**config.mk**
```make
export PLATFORM = sky130hd
export DESIGN_NAME = sha256_hash_engine_core
export DESIGN_NICKNAME = d
export VERILOG_FILES = /design/src/sv/shae_pkg.sv /design/src/sv/shae_ctrl.sv /design/src/sv/shae_dp.sv /design/src/sv/sha256_hash_engine_core.sv
export VERILOG_INCLUDE_DIRS = /design/src /design/src/sv
export SDC_FILE = /design/constraint.sdc
export NUM_CORES = 2
export LEC_CHECK = 0
export ABC_AREA = 0
export BUFFER_PORTS_ARGS = -buffer_cell sky130_fd_sc_hd__buf_2
export CORE_MARGIN = 2
export CORE_UTILIZATION = 47
export CTS_CLUSTER_SIZE = 14
export DETAILED_ROUTE_END_ITERATION = 8
export GPL_ROUTABILITY_DRIVEN = 1
export GPL_TIMING_DRIVEN = 0
export PLACE_DENSITY = 0.73
export SYNTH_ARGS = -nofsm -noshare
export SYNTH_HDL_FRONTEND = slang
export SYNTH_SLANG_ARGS = --single-unit
```
**constraint.sdc**
```tcl
create_clock -name clk -period 16.7 [get_ports clk]
set_input_delay 1.67 -clock clk [delete_from_list [all_inputs] [get_ports clk]]
set_output_delay 1.67 -clock clk [all_outputs]
set_load 0.02 [all_outputs]
```
**src/sv/assert_macros.svh**
```systemverilog
// assertion macros shared by the hash engine modules
// expects clk and arst_n in the scope of each use
`ifndef ASSERT_MACROS_SVH
`define ASSERT_MACROS_SVH

// condition holds at every clock edge out of reset
`define ASSERT_ALWAYS(label, cond, msg) \
	label: assert property (@(posedge clk) disable iff (!arst_n) (cond)) \
		else $error(msg);

// consequent holds in the same cycle as the antecedent
`define ASSERT_IMPLIES(label, ante, cons, msg) \
	label: assert property (@(posedge clk) disable iff (!arst_n) (ante) |-> (cons)) \
		else $error(msg);

// consequent holds in the cycle after the antecedent
`define ASSERT_NEXT(label, ante, cons, msg) \
	label: assert property (@(posedge clk) disable iff (!arst_n) (ante) |=> (cons)) \
		else $error(msg);

`endif

```
**src/sv/shae_pkg.sv**
```systemverilog
// shared types, constants and round functions of the sha-256 hash engine
// no dependencies
package shae_pkg;

	localparam int unsigned Rounds    = 64;
	localparam int unsigned HashWords = 8;
	localparam int unsigned BlockBytes = 64;
	localparam int unsigned LenBytesAt = 56;
	localparam int unsigned FillW     = 7;
	localparam int unsigned LenW      = 61;
	localparam int unsigned RoundW    = $clog2(Rounds);
	localparam int unsigned WordIdxW  = $clog2(HashWords);

	localparam logic [7:0] PadMarker = 8'h80;

	// round constants
	localparam logic [31:0] RoundK [Rounds] = '{
		32'h428a2f98, 32'h71374491, 32'hb5c0fbcf, 32'he9b5dba5,
		32'h3956c25b, 32'h59f111f1, 32'h923f82a4, 32'hab1c5ed5,
		32'hd807aa98, 32'h12835b01, 32'h243185be, 32'h550c7dc3,
		32'h72be5d74, 32'h80deb1fe, 32'h9bdc06a7, 32'hc19bf174,
		32'he49b69c1, 32'hefbe4786, 32'h0fc19dc6, 32'h240ca1cc,
		32'h2de92c6f, 32'h4a7484aa, 32'h5cb0a9dc, 32'h76f988da,
		32'h983e5152, 32'ha831c66d, 32'hb00327c8, 32'hbf597fc7,
		32'hc6e00bf3, 32'hd5a79147, 32'h06ca6351, 32'h14292967,
		32'h27b70a85, 32'h2e1b2138, 32'h4d2c6dfc, 32'h53380d13,
		32'h650a7354, 32'h766a0abb, 32'h81c2c92e, 32'h92722c85,
		32'ha2bfe8a1, 32'ha81a664b, 32'hc24b8b70, 32'hc76c51a3,
		32'hd192e819, 32'hd6990624, 32'hf40e3585, 32'h106aa070,
		32'h19a4c116, 32'h1e376c08, 32'h2748774c, 32'h34b0bcb5,
		32'h391c0cb3, 32'h4ed8aa4a, 32'h5b9cca4f, 32'h682e6ff3,
		32'h748f82ee, 32'h78a5636f, 32'h84c87814, 32'h8cc70208,
		32'h90befffa, 32'ha4506ceb, 32'hbef9a3f7, 32'hc67178f2
	};

	// initial hash value
	localparam logic [31:0] InitHash [HashWords] = '{
		32'h6a09e667, 32'hbb67ae85, 32'h3c6ef372, 32'ha54ff53a,
		32'h510e527f, 32'h9b05688c, 32'h1f83d9ab, 32'h5be0cd19
	};

	// payload of one request on the message side
	typedef struct packed {
		logic [7:0] data_byte;
		logic       has_byte;
		logic       end_of_message;
	} msg_t;

	// payload of one request on the digest side
	typedef struct packed {
		logic [31:0]         digest_word;
		logic [WordIdxW-1:0] word_index;
		logic                last_word;
	} dig_t;

	// source of a byte shifted into the block buffer
	typedef enum logic [1:0] {
		PUT_MSG,
		PUT_MARK,
		PUT_ZERO,
		PUT_LEN
	} put_sel_t;

	// controller to datapath
	typedef struct packed {
		logic                put;
		put_sel_t            put_sel;
		logic [WordIdxW-1:0] sel_idx;
		logic                load;
		logic                round;
		logic [RoundW-1:0]   rnd;
		logic                add;
		logic                emit;
		logic                init;
	} cmd_t;

	// datapath to controller
	typedef struct packed {
		logic full;
		logic fill_at_len;
		logic out_free;
	} status_t;

	function automatic logic [31:0] big_sigma0(input logic [31:0] x);
		return {x[1:0], x[31:2]} ^ {x[12:0], x[31:13]} ^ {x[21:0], x[31:22]};
	endfunction

	function automatic logic [31:0] big_sigma1(input logic [31:0] x);
		return {x[5:0], x[31:6]} ^ {x[10:0], x[31:11]} ^ {x[24:0], x[31:25]};
	endfunction

	function automatic logic [31:0] small_sigma0(input logic [31:0] x);
		return {x[6:0], x[31:7]} ^ {x[17:0], x[31:18]} ^ {3'b000, x[31:3]};
	endfunction

	function automatic logic [31:0] small_sigma1(input logic [31:0] x);
		return {x[16:0], x[31:17]} ^ {x[18:0], x[31:19]} ^ {10'b0, x[31:10]};
	endfunction

endpackage

```
**src/sv/shae_ctrl.sv**
```systemverilog
// controller of the sha-256 hash engine: request intake, compression
// sequencing, padding and digest emission; uses shae_pkg and assert_macros.svh
`include "assert_macros.svh"

module shae_ctrl (
	input  logic              clk,
	input  logic              arst_n,
	input  logic              msg_valid,
	input  logic              has_byte,
	input  logic              end_of_message,
	output logic              msg_stall,
	input  shae_pkg::status_t st,
	output shae_pkg::cmd_t    cmd
);

	localparam logic [shae_pkg::RoundW-1:0] RoundLast =
		shae_pkg::RoundW'(shae_pkg::Rounds - 1);
	localparam logic [shae_pkg::WordIdxW-1:0] IdxLast =
		shae_pkg::WordIdxW'(shae_pkg::HashWords - 1);

	typedef enum logic [2:0] {
		S_IDLE,
		S_LOAD,
		S_ROUND,
		S_ADD,
		S_PAD,
		S_OUT
	} state_t;

	typedef enum logic [1:0] {
		PH_MARK,
		PH_ZERO,
		PH_LEN,
		PH_DONE
	} phase_t;

	state_t                         state_q;
	phase_t                         phase_q;
	logic                           eom_q;
	logic [shae_pkg::RoundW-1:0]    rnd_q;
	logic [shae_pkg::WordIdxW-1:0]  sel_q;
	logic                           take;

	// requests are taken only while idle with room in the block
	assign msg_stall = !(state_q == S_IDLE && !st.full);
	assign take      = msg_valid && !msg_stall;

	// commands to the datapath
	always_comb begin
		cmd         = '0;
		cmd.put_sel = shae_pkg::PUT_MSG;
		cmd.rnd     = rnd_q;
		cmd.sel_idx = sel_q;
		unique case (state_q)
			S_IDLE: begin
				cmd.put = take && has_byte;
			end
			S_LOAD: begin
				cmd.load = 1'b1;
			end
			S_ROUND: begin
				cmd.round = 1'b1;
			end
			S_ADD: begin
				cmd.add = 1'b1;
			end
			S_PAD: begin
				if (!st.full) begin
					unique case (phase_q)
						PH_MARK: begin
							cmd.put     = 1'b1;
							cmd.put_sel = shae_pkg::PUT_MARK;
						end
						PH_ZERO: begin
							cmd.put     = !st.fill_at_len;
							cmd.put_sel = shae_pkg::PUT_ZERO;
						end
						PH_LEN: begin
							cmd.put     = 1'b1;
							cmd.put_sel = shae_pkg::PUT_LEN;
						end
						default: begin
						end
					endcase
				end
			end
			S_OUT: begin
				if (st.out_free) begin
					cmd.emit = 1'b1;
					cmd.init = (sel_q == IdxLast);
				end
			end
			default: begin
			end
		endcase
	end

	// state and sequencing counters
	always_ff @(posedge clk or negedge arst_n) begin
		if (!arst_n) begin
			state_q <= S_IDLE;
			phase_q <= PH_MARK;
			eom_q   <= 1'b0;
			rnd_q   <= '0;
			sel_q   <= '0;
		end else begin
			unique case (state_q)
				S_IDLE: begin
					if (st.full) begin
						state_q <= S_LOAD;
					end else if (take && end_of_message) begin
						eom_q   <= 1'b1;
						phase_q <= PH_MARK;
						sel_q   <= '0;
						state_q <= S_PAD;
					end
				end
				S_LOAD: begin
					rnd_q   <= '0;
					state_q <= S_ROUND;
				end
				S_ROUND: begin
					rnd_q <= rnd_q + 1'b1;
					if (rnd_q == RoundLast) begin
						state_q <= S_ADD;
					end
				end
				S_ADD: begin
					state_q <= eom_q ? S_PAD : S_IDLE;
				end
				S_PAD: begin
					if (st.full) begin
						state_q <= S_LOAD;
					end else begin
						unique case (phase_q)
							PH_MARK: begin
								phase_q <= PH_ZERO;
							end
							PH_ZERO: begin
								if (st.fill_at_len) begin
									phase_q <= PH_LEN;
								end
							end
							PH_LEN: begin
								sel_q <= sel_q + 1'b1;
								if (sel_q == IdxLast) begin
									phase_q <= PH_DONE;
								end
							end
							default: begin
								state_q <= S_OUT;
							end
						endcase
					end
				end
				S_OUT: begin
					if (st.out_free) begin
						sel_q <= sel_q + 1'b1;
						if (sel_q == IdxLast) begin
							eom_q   <= 1'b0;
							state_q <= S_IDLE;
						end
					end
				end
				default: begin
					state_q <= S_IDLE;
				end
			endcase
		end
	end

	// a compression always starts from round zero
	`ASSERT_NEXT(a_round_start, state_q == S_LOAD, state_q == S_ROUND && rnd_q == '0, "round counter not cleared")
	// the last round hands over to the final add
	`ASSERT_NEXT(a_round_end, state_q == S_ROUND && rnd_q == RoundLast, state_q == S_ADD, "round sequence overrun")
	// a digest word is loaded only into a free output register
	`ASSERT_IMPLIES(a_emit_free, cmd.emit, st.out_free, "digest word overwrites pending request")

endmodule

```
**src/sv/shae_dp.sv**
```systemverilog
// datapath of the sha-256 hash engine: block window and message schedule,
// working variables, hash words, counts and digest output register; uses shae_pkg
`include "assert_macros.svh"

module shae_dp (
	input  logic              clk,
	input  logic              arst_n,
	input  logic [7:0]        data_byte,
	input  shae_pkg::cmd_t    cmd,
	output shae_pkg::status_t st,
	output logic              dig_valid,
	input  logic              dig_stall,
	output shae_pkg::dig_t    dig
);

	localparam logic [shae_pkg::FillW-1:0] FillFull = shae_pkg::FillW'(shae_pkg::BlockBytes);
	localparam logic [shae_pkg::FillW-1:0] FillLen  = shae_pkg::FillW'(shae_pkg::LenBytesAt);
	localparam logic [shae_pkg::WordIdxW-1:0] IdxLast =
		shae_pkg::WordIdxW'(shae_pkg::HashWords - 1);

	logic [31:0]                h_q [shae_pkg::HashWords];
	logic [31:0]                v_q [shae_pkg::HashWords];
	logic [31:0]                w_q [16];
	logic [shae_pkg::FillW-1:0] fill_q;
	logic [shae_pkg::LenW-1:0]  len_q;
	logic                       dig_valid_q;
	shae_pkg::dig_t             dig_q;

	logic [63:0]                len_bits_sh;
	logic [7:0]                 put_byte;
	logic [31:0]                t1;
	logic [31:0]                t2;
	logic [31:0]                ch;
	logic [31:0]                maj;
	logic [31:0]                w_next;

	// length byte in big-endian order, bit length is byte count times eight
	assign len_bits_sh = {len_q, 3'b000} << {cmd.sel_idx, 3'b000};

	// byte that enters the block window
	always_comb begin
		case (cmd.put_sel)
			shae_pkg::PUT_MSG:  put_byte = data_byte;
			shae_pkg::PUT_MARK: put_byte = shae_pkg::PadMarker;
			shae_pkg::PUT_LEN:  put_byte = len_bits_sh[63:56];
			default:            put_byte = 8'h00;
		endcase
	end

	// one compression round and the next schedule word
	assign ch     = (v_q[4] & v_q[5]) ^ (~v_q[4] & v_q[6]);
	assign maj    = (v_q[0] & v_q[1]) ^ (v_q[0] & v_q[2]) ^ (v_q[1] & v_q[2]);
	assign t1     = v_q[7] + shae_pkg::big_sigma1(v_q[4]) + ch
		+ shae_pkg::RoundK[cmd.rnd] + w_q[0];
	assign t2     = shae_pkg::big_sigma0(v_q[0]) + maj;
	assign w_next = shae_pkg::small_sigma1(w_q[14]) + w_q[9]
		+ shae_pkg::small_sigma0(w_q[1]) + w_q[0];

	// status to the controller
	assign st.full        = (fill_q == FillFull);
	assign st.fill_at_len = (fill_q == FillLen);
	assign st.out_free    = !dig_valid_q || !dig_stall;

	// hash words, counts and output valid
	always_ff @(posedge clk or negedge arst_n) begin
		if (!arst_n) begin
			for (int i = 0; i < shae_pkg::HashWords; i++) begin
				h_q[i] <= shae_pkg::InitHash[i];
			end
			fill_q      <= '0;
			len_q       <= '0;
			dig_valid_q <= 1'b0;
		end else begin
			if (cmd.init) begin
				for (int i = 0; i < shae_pkg::HashWords; i++) begin
					h_q[i] <= shae_pkg::InitHash[i];
				end
			end else if (cmd.add) begin
				for (int i = 0; i < shae_pkg::HashWords; i++) begin
					h_q[i] <= h_q[i] + v_q[i];
				end
			end
			if (cmd.init || cmd.load) begin
				fill_q <= '0;
			end else if (cmd.put) begin
				fill_q <= fill_q + 1'b1;
			end
			if (cmd.init) begin
				len_q <= '0;
			end else if (cmd.put && cmd.put_sel == shae_pkg::PUT_MSG) begin
				len_q <= len_q + 1'b1;
			end
			if (cmd.emit) begin
				dig_valid_q <= 1'b1;
			end else if (!dig_stall) begin
				dig_valid_q <= 1'b0;
			end
		end
	end

	// block window: byte shift on fill, word shift with schedule during rounds
	always_ff @(posedge clk) begin
		if (cmd.put) begin
			for (int i = 0; i < 15; i++) begin
				w_q[i] <= {w_q[i][23:0], w_q[i+1][31:24]};
			end
			w_q[15] <= {w_q[15][23:0], put_byte};
		end else if (cmd.round) begin
			for (int i = 0; i < 15; i++) begin
				w_q[i] <= w_q[i+1];
			end
			w_q[15] <= w_next;
		end
	end

	// working variables
	always_ff @(posedge clk) begin
		if (cmd.load) begin
			for (int i = 0; i < shae_pkg::HashWords; i++) begin
				v_q[i] <= h_q[i];
			end
		end else if (cmd.round) begin
			v_q[0] <= t1 + t2;
			v_q[1] <= v_q[0];
			v_q[2] <= v_q[1];
			v_q[3] <= v_q[2];
			v_q[4] <= v_q[3] + t1;
			v_q[5] <= v_q[4];
			v_q[6] <= v_q[5];
			v_q[7] <= v_q[6];
		end
	end

	// digest output register
	always_ff @(posedge clk) begin
		if (cmd.emit) begin
			dig_q.digest_word <= h_q[cmd.sel_idx];
			dig_q.word_index  <= cmd.sel_idx;
			dig_q.last_word   <= (cmd.sel_idx == IdxLast);
		end
	end

	assign dig_valid = dig_valid_q;
	assign dig       = dig_q;

	// the block window never holds more than one block
	`ASSERT_ALWAYS(a_fill_range, fill_q <= FillFull, "block fill out of range")
	// no byte is shifted in while a full block waits for compression
	`ASSERT_IMPLIES(a_no_put_full, cmd.put, fill_q != FillFull, "byte put into full block")
	// the final flag travels only with the last digest word
	`ASSERT_IMPLIES(a_last_index, dig_valid_q && dig_q.last_word, dig_q.word_index == IdxLast, "last flag on wrong word")

endmodule

```
**src/sv/sha256_hash_engine_core.sv**
```systemverilog
// sha-256 engine: one message byte per request, 64 rounds at one per cycle.
// a byte is taken per cycle while idle with room in the block buffer; a full block then
// holds the message side through full detect, load, the 64 rounds and the add.
// end of message: 9 to 72 padding bytes and one or two compressions come before the first
// digest word, then eight words follow at one per cycle unstalled.
// async active-low reset: initial hash value, zero byte count, output empty.
module sha256_hash_engine_core (
	input  logic           clk,
	input  logic           arst_n,
	input  logic           msg_valid,
	output logic           msg_stall,
	input  shae_pkg::msg_t msg,
	output logic           dig_valid,
	input  logic           dig_stall,
	output shae_pkg::dig_t dig
);

	shae_pkg::cmd_t    cmd;
	shae_pkg::status_t st;

	// sequencing
	shae_ctrl u_ctrl (
		.clk            (clk),
		.arst_n         (arst_n),
		.msg_valid      (msg_valid),
		.has_byte       (msg.has_byte),
		.end_of_message (msg.end_of_message),
		.msg_stall      (msg_stall),
		.st             (st),
		.cmd            (cmd)
	);

	// hashing datapath and output register
	shae_dp u_dp (
		.clk       (clk),
		.arst_n    (arst_n),
		.data_byte (msg.data_byte),
		.cmd       (cmd),
		.st        (st),
		.dig_valid (dig_valid),
		.dig_stall (dig_stall),
		.dig       (dig)
	);

endmodule

```
Yosys cells after proc, flatten, opt, wreduce, memory -nomap -nowiden
Memories as Yosys holds them, arrays and structs flattened.
Cells that the tools add are included.
- add/subtract/negate cells: 22
- order comparisons: 2
- equality and inequality tests: 26
- shift-type cells: 1
- multiplexer cells: 84
- bitwise gates (word level): 43
- reductions and logical operators: 27
- operator list (cell ; number):
    32-bit two-way mux ; 28
    32-bit adder ; 18
    256-bit two-way mux ; 2
    32-bit bitwise XOR ; 9
    32-bit bitwise AND ; 5
    61-bit two-way mux ; 2
    32-bit binary-select mux with 3-bit select ; 1
    64-bit by 6-bit left shift with 64-bit output ; 1
    61-bit by 1-bit adder with 61-bit output (second input constant) ; 1
    3-bit two-way mux ; 14
    32-bit inverter ; 1
    32-bit by 22-bit bitwise XOR with 32-bit output ; 1
    32-bit by 29-bit bitwise XOR with 32-bit output ; 1
    1-bit bitwise OR ; 24
    8-bit one-hot mux with 3 select lines ; 1
    1-bit two-way mux ; 18
    3-bit one-hot mux with 3 select lines ; 2
    3-bit one-hot mux with 6 select lines ; 1
    2-bit two-way mux ; 8
    7-bit two-way mux ; 2
    3-bit by 2-bit inequality test with 1-bit output (second input constant) ; 4
    6-bit one-hot mux with 2 select lines ; 1
    2-bit nonzero test ; 6
    5-bit AND reduction ; 2
    other kinds (30) ; 52
- bits in registers: 376
- RAM bits: 768
- memory bits (read-only): 2048
- input bits: 14
- output and inout port bits: 38
- word-level logic and storage cells: 227
- memories kept: 3
- memories (name ; words ; bits a word ; read ports ; clocked after memory_dff ; write ports ; line ; RTL):
    (no name shown) ; 64 ; 32 ; 1 ; 0 ; 0 ; shae_dp.sv:54 ; + shae_pkg::RoundK[cmd.rnd] + w_q[0];
    u_dp.w_q ; 16 ; 32 ; 16 ; 0 ; 16 ; shae_dp.sv:23 ; logic [31:0] w_q [16];
    u_dp.v_q ; 8 ; 32 ; 8 ; 0 ; 8 ; shae_dp.sv:22 ; logic [31:0] v_q [shae_pkg::HashWords];

Depth between registers and ports, before layout
- word-level depth: 9
- gate-level depth with buffers: 43
- mapped depth without buffers: 41

Modules after synthesis
Synthesis repeated with hierarchy kept, for this count alone.
- cell total of the unflattened synthesis: 7176
- area total of the unflattened synthesis: 77300.4 sq um
- by module, submodules not included (module ; instances ; cells an instance ; area an instance (sq um) ; sequential area each (sq um)):
    shae_dp ; 1 ; 7076 ; 76360.7 ; 32446.1
    shae_ctrl ; 1 ; 100 ; 939.7 ; 375.4

Worst setup path after synthesis
No wires, ideal clock.
- path type: input-to-reg
- from: in msg[1] in the netlist's numbering
- to: mem u_dp.w_q[0][0] (enable)
- library setup time: 3632 ps
- arrival: 11121 ps
- data required time: 13068 ps
- slack: 1947 ps
- stages: 7
- buffers on the path: 3
- path through: nand3_1 -> nor2_1 -> o21ai_0 -> clkbuf_1 -> clkbuf_1 -> buf_1 -> nand2_1
- RTL lines (element ; line ; RTL):
    start: declaration ; sha256_hash_engine_core.sv:12 ; input shae_pkg::msg_t msg,
    end: declaration ; shae_dp.sv:23 ;

==> run_results.csv <==
group,metric,value,unit
run_status,status,"finished, violations left",
run_status,violations,"max-capacitance violations, max-slew violations",
cells_and_area,fin_area,84900,um^2
detailed_routing,wirelength,303000,um
cts,h-tree-depth,4,
critical_path,critPathMaxFanout,15,
cts,cts_root_buf,"clkbuf_16",
critical_path,r2r_start,"u_ctrl.rnd_q[1]",
critical_path,r2r-end,"u_dp.v_q[0][31]",
logic_synthesis,yosys-top-cells-area,"edfxtp_1 31%, nand2_1 12%, dfrtp_1 6.6%",
grt,grt_max_degree,103,
logic_synthesis,yosys_most_used_dff,"edfxtp_1",
sta,max_freq,79.6,MHz
logic_synthesis,syn_area,76900,um^2
detailed_routing,drcViolationCount,0,
placement,placed_area,80400,um^2
cells_and_area,post-route-util,0.522,
cts,cts_hold_buffers,0,
logic_synthesis,syn_avg_cell_area,9.29,um^2
logic_synthesis,postSynthCellCount,8287,
cells_and_area,nNetsFinal,9105,
cts,cts.sinks,1144,
grt,grt_use_total,0.354,
logic_synthesis,synth_warnings,0,
critical_path,path_common_cell,"a21oi_1",
sta,period_needed,12.57,ns
sta,max_slew_margin,-0.120,
placement,dp_hpwl,231000,um
cts,clk_pin_slew,0.06,ns
critical_path,worstRegToRegCells,32,
cts,clock_tree.buffer_depth,3,
sta,final-hold-violation-count,0,
logic_synthesis,synth_top_cell_by_area,"edfxtp_1",
sta,setup_viol,0,
critical_path,required,17.22,ns
die,die_h,409,um
grt,grt_pass1_vias,63456,
logic_synthesis,synth-edff-count,804,
cells_and_area,final_cell_mix,"2436 x nand2_1, 804 x edfxtp_1, 474 x a21oi_1",
logic_synthesis,ys_ff_latch,1144,
placement,io_buffers,51,
job,maxCapViolCount,7,
sta,setup_tns,0,ns
die,row_count,148,
cells_and_area,drive_above_1_share,0.0730,
cts,numCtsBuffers,136,
cells_and_area,syn_to_final_growth,10.4,%
detailed_routing,vias,67228,
grt,antenna_found_initial,8,
die,fp.dieW,409,um
min_path,hold_path.class,"flip-flop to flip-flop",
placement,place.gp.congestion,1.08,
logic_synthesis,synth_seq_area_share,0.427,
cts,cts-resized-gates,0,
logic_synthesis,async_flop_share,0.297,
cts,post_cts_buffers,0,
cts,tritoncts,"done",
sta,fin_skew,0.0448,ns
sta,worst_pin_slew,1.68,ns
grt,grt_overflow_total,0,
die,die_area,167000,um^2
grt,grt_pass1_wl,432000,um
logic_synthesis,yosysUniqueCellTypes,95,
critical_path,cp_slowest_cell,"a21oi_1",
detailed_routing,drt_iter0_markers,9963,
detailed_routing,detail-route-antenna-nets,0,
sta,finalMaxSlewViolations,65,
cells_and_area,layout_commonest_cell,"nand2_1",
critical_path,cpPeakStageDelay,0.97,ns
detailed_routing,vias_per_cell,6.23,
logic_synthesis,netlist.area_leader.share,0.314,
critical_path,crit_start,"u_ctrl.rnd_q[1]",
sta,period_share,0.753,
critical_path,arrival,13.09,ns
critical_path,crit_end,"u_dp.v_q[0][31]",
detailed_routing,drt-pass1-iter-count,8,
die,start_util,0.473,
die,pin_count,52,
cts,clk_latency,0.83,ns
detailed_routing,wl_per_cell,28.0,um
critical_path,crit_type,"flip-flop to flip-flop",
logic_synthesis,synth_fp_nets,8897,
sta,rsz0062_at_grt,"false",
critical_path,critPathCaptureType,"flip-flop",
die,core_area,163000,um^2
critical_path,startpoint_type,"flip-flop",
critical_path,rrSetupSlack,4.13,ns
## critical path: cells and delay by family (launching register included)
kind,cells,cell delay [ns]
flip-flops,1,0.59
AND/OR/NAND/NOR,4,0.61
AO/OA/AOI/OAI,14,5.00
buffers and inverters,5,2.13
XOR/XNOR,2,0.45
adder cells (fa/ha/maj),7,3.49
## per-layer routing
layer | vias to the layer above | share of wire | GRT usage | wire length (um)
met5 | - | 0.00013 | 0 | 38
met4 | 6 | 0.081 | 0.241 | 24500
met3 | 978 | 0.12 | 0.0922 | 37300
met2 | 4539 | 0.42 | 0.519 | 128000
met1 | 32564 | 0.37 | 0.460 | 113000
li1 | 29141 | - | - | -
## layout make-up
| type | instances | area [um^2] |
|---|---|---|
| Fill cell | 14861 | 77700 |
| Buffer | 460 | 1760 |
| Inverter | 274 | 1040 |
| Tap cell | 2175 | 2720 |
| Antenna cell | 10 | 25.0 |
| Clock inverter | 71 | 729 |
| Timing Repair Buffer | 70 | 722 |
| Sequential cell | 1144 | 32800 |
| Clock buffer | 176 | 3730 |
| Multi-Input combinational cell | 6409 | 41400 |
## through the flow
step	worst slack, ns	hold slack, ns	std cells
global route	4.01	0.516	10779
global placement	-4.64	0.482	10513
detailed placement	4.81	0.488	10532
floorplan	1.95	0.449	8287
CTS	4.76	0.511	10779
finish	4.13	0.499	10789
## cell families after synthesis
family | Yosys count | share of synthesized area
AND/OR/NAND/NOR | 3388 | 0.182
AO/OA/AOI/OAI | 1602 | 0.128
flip-flops | 1144 | 0.427
buffers and inverters | 734 | 0.0360
adder cells (fa/ha/maj) | 623 | 0.119
XOR/XNOR | 621 | 0.0707
multiplexers | 175 | 0.0372
## Yosys cell counts, drive strengths merged, types with 10 or more instances
library cell	n
o21a	64
mux2i	28
o211ai	28
or2	10
nor3	133
o31a	11
xnor2	400
a31oi	47
a211oi	50
a21boi	16
a21o	156
o2111ai	11
edfxtp	804
a311oi	13
or3	44
dfstp	136
a31o	10
inv	272
and2	30
mux4	82
clkbuf	422
o31ai	38
nand4	36
maj3	27
a221oi	12
o22ai	14
o21bai	52
ha	401
and3	48
nor4	16
a211o	15
buf	38
nor2	362
xor2	221
nand3	134
o21ai	481
nand2b	57
o311ai	12
fa	195
mux2	65
a21oi	475
dfrtp	204
nor2b	42
nand2	2439
and4	10
## worst min path at each step
stage,end,startpoint,cells after the start
after floorplan,u_dp.dig[2],u_ctrl.sel_q[1],0
after global placement,u_dp.dig[2],u_ctrl.sel_q[1],0
after detailed placement,u_dp.dig[2],u_ctrl.sel_q[1],0
after CTS,u_dp.dig[2],u_ctrl.sel_q[1],0
after global routing,u_dp.dig[3],u_ctrl.sel_q[2],0
final,u_dp.dig[2],u_ctrl.sel_q[1],0
## sequential cells by signal (all words and copies together) (netlist names)
signal / count
u_ctrl.eom_q: 1
u_ctrl.phase_q: 2
u_ctrl.rnd_q: 6
u_ctrl.sel_q: 3
u_ctrl.state_q: 3
u_dp.dig: 36
u_dp.dig_valid: 1
u_dp.fill_q: 7
u_dp.h_q: 256
u_dp.len_q: 61
u_dp.v_q: 256
u_dp.w_q: 512
Power is left out: the tool's default activity adds up to more than one toggle a clock period on the data nets, which glitch-free logic cannot reach.
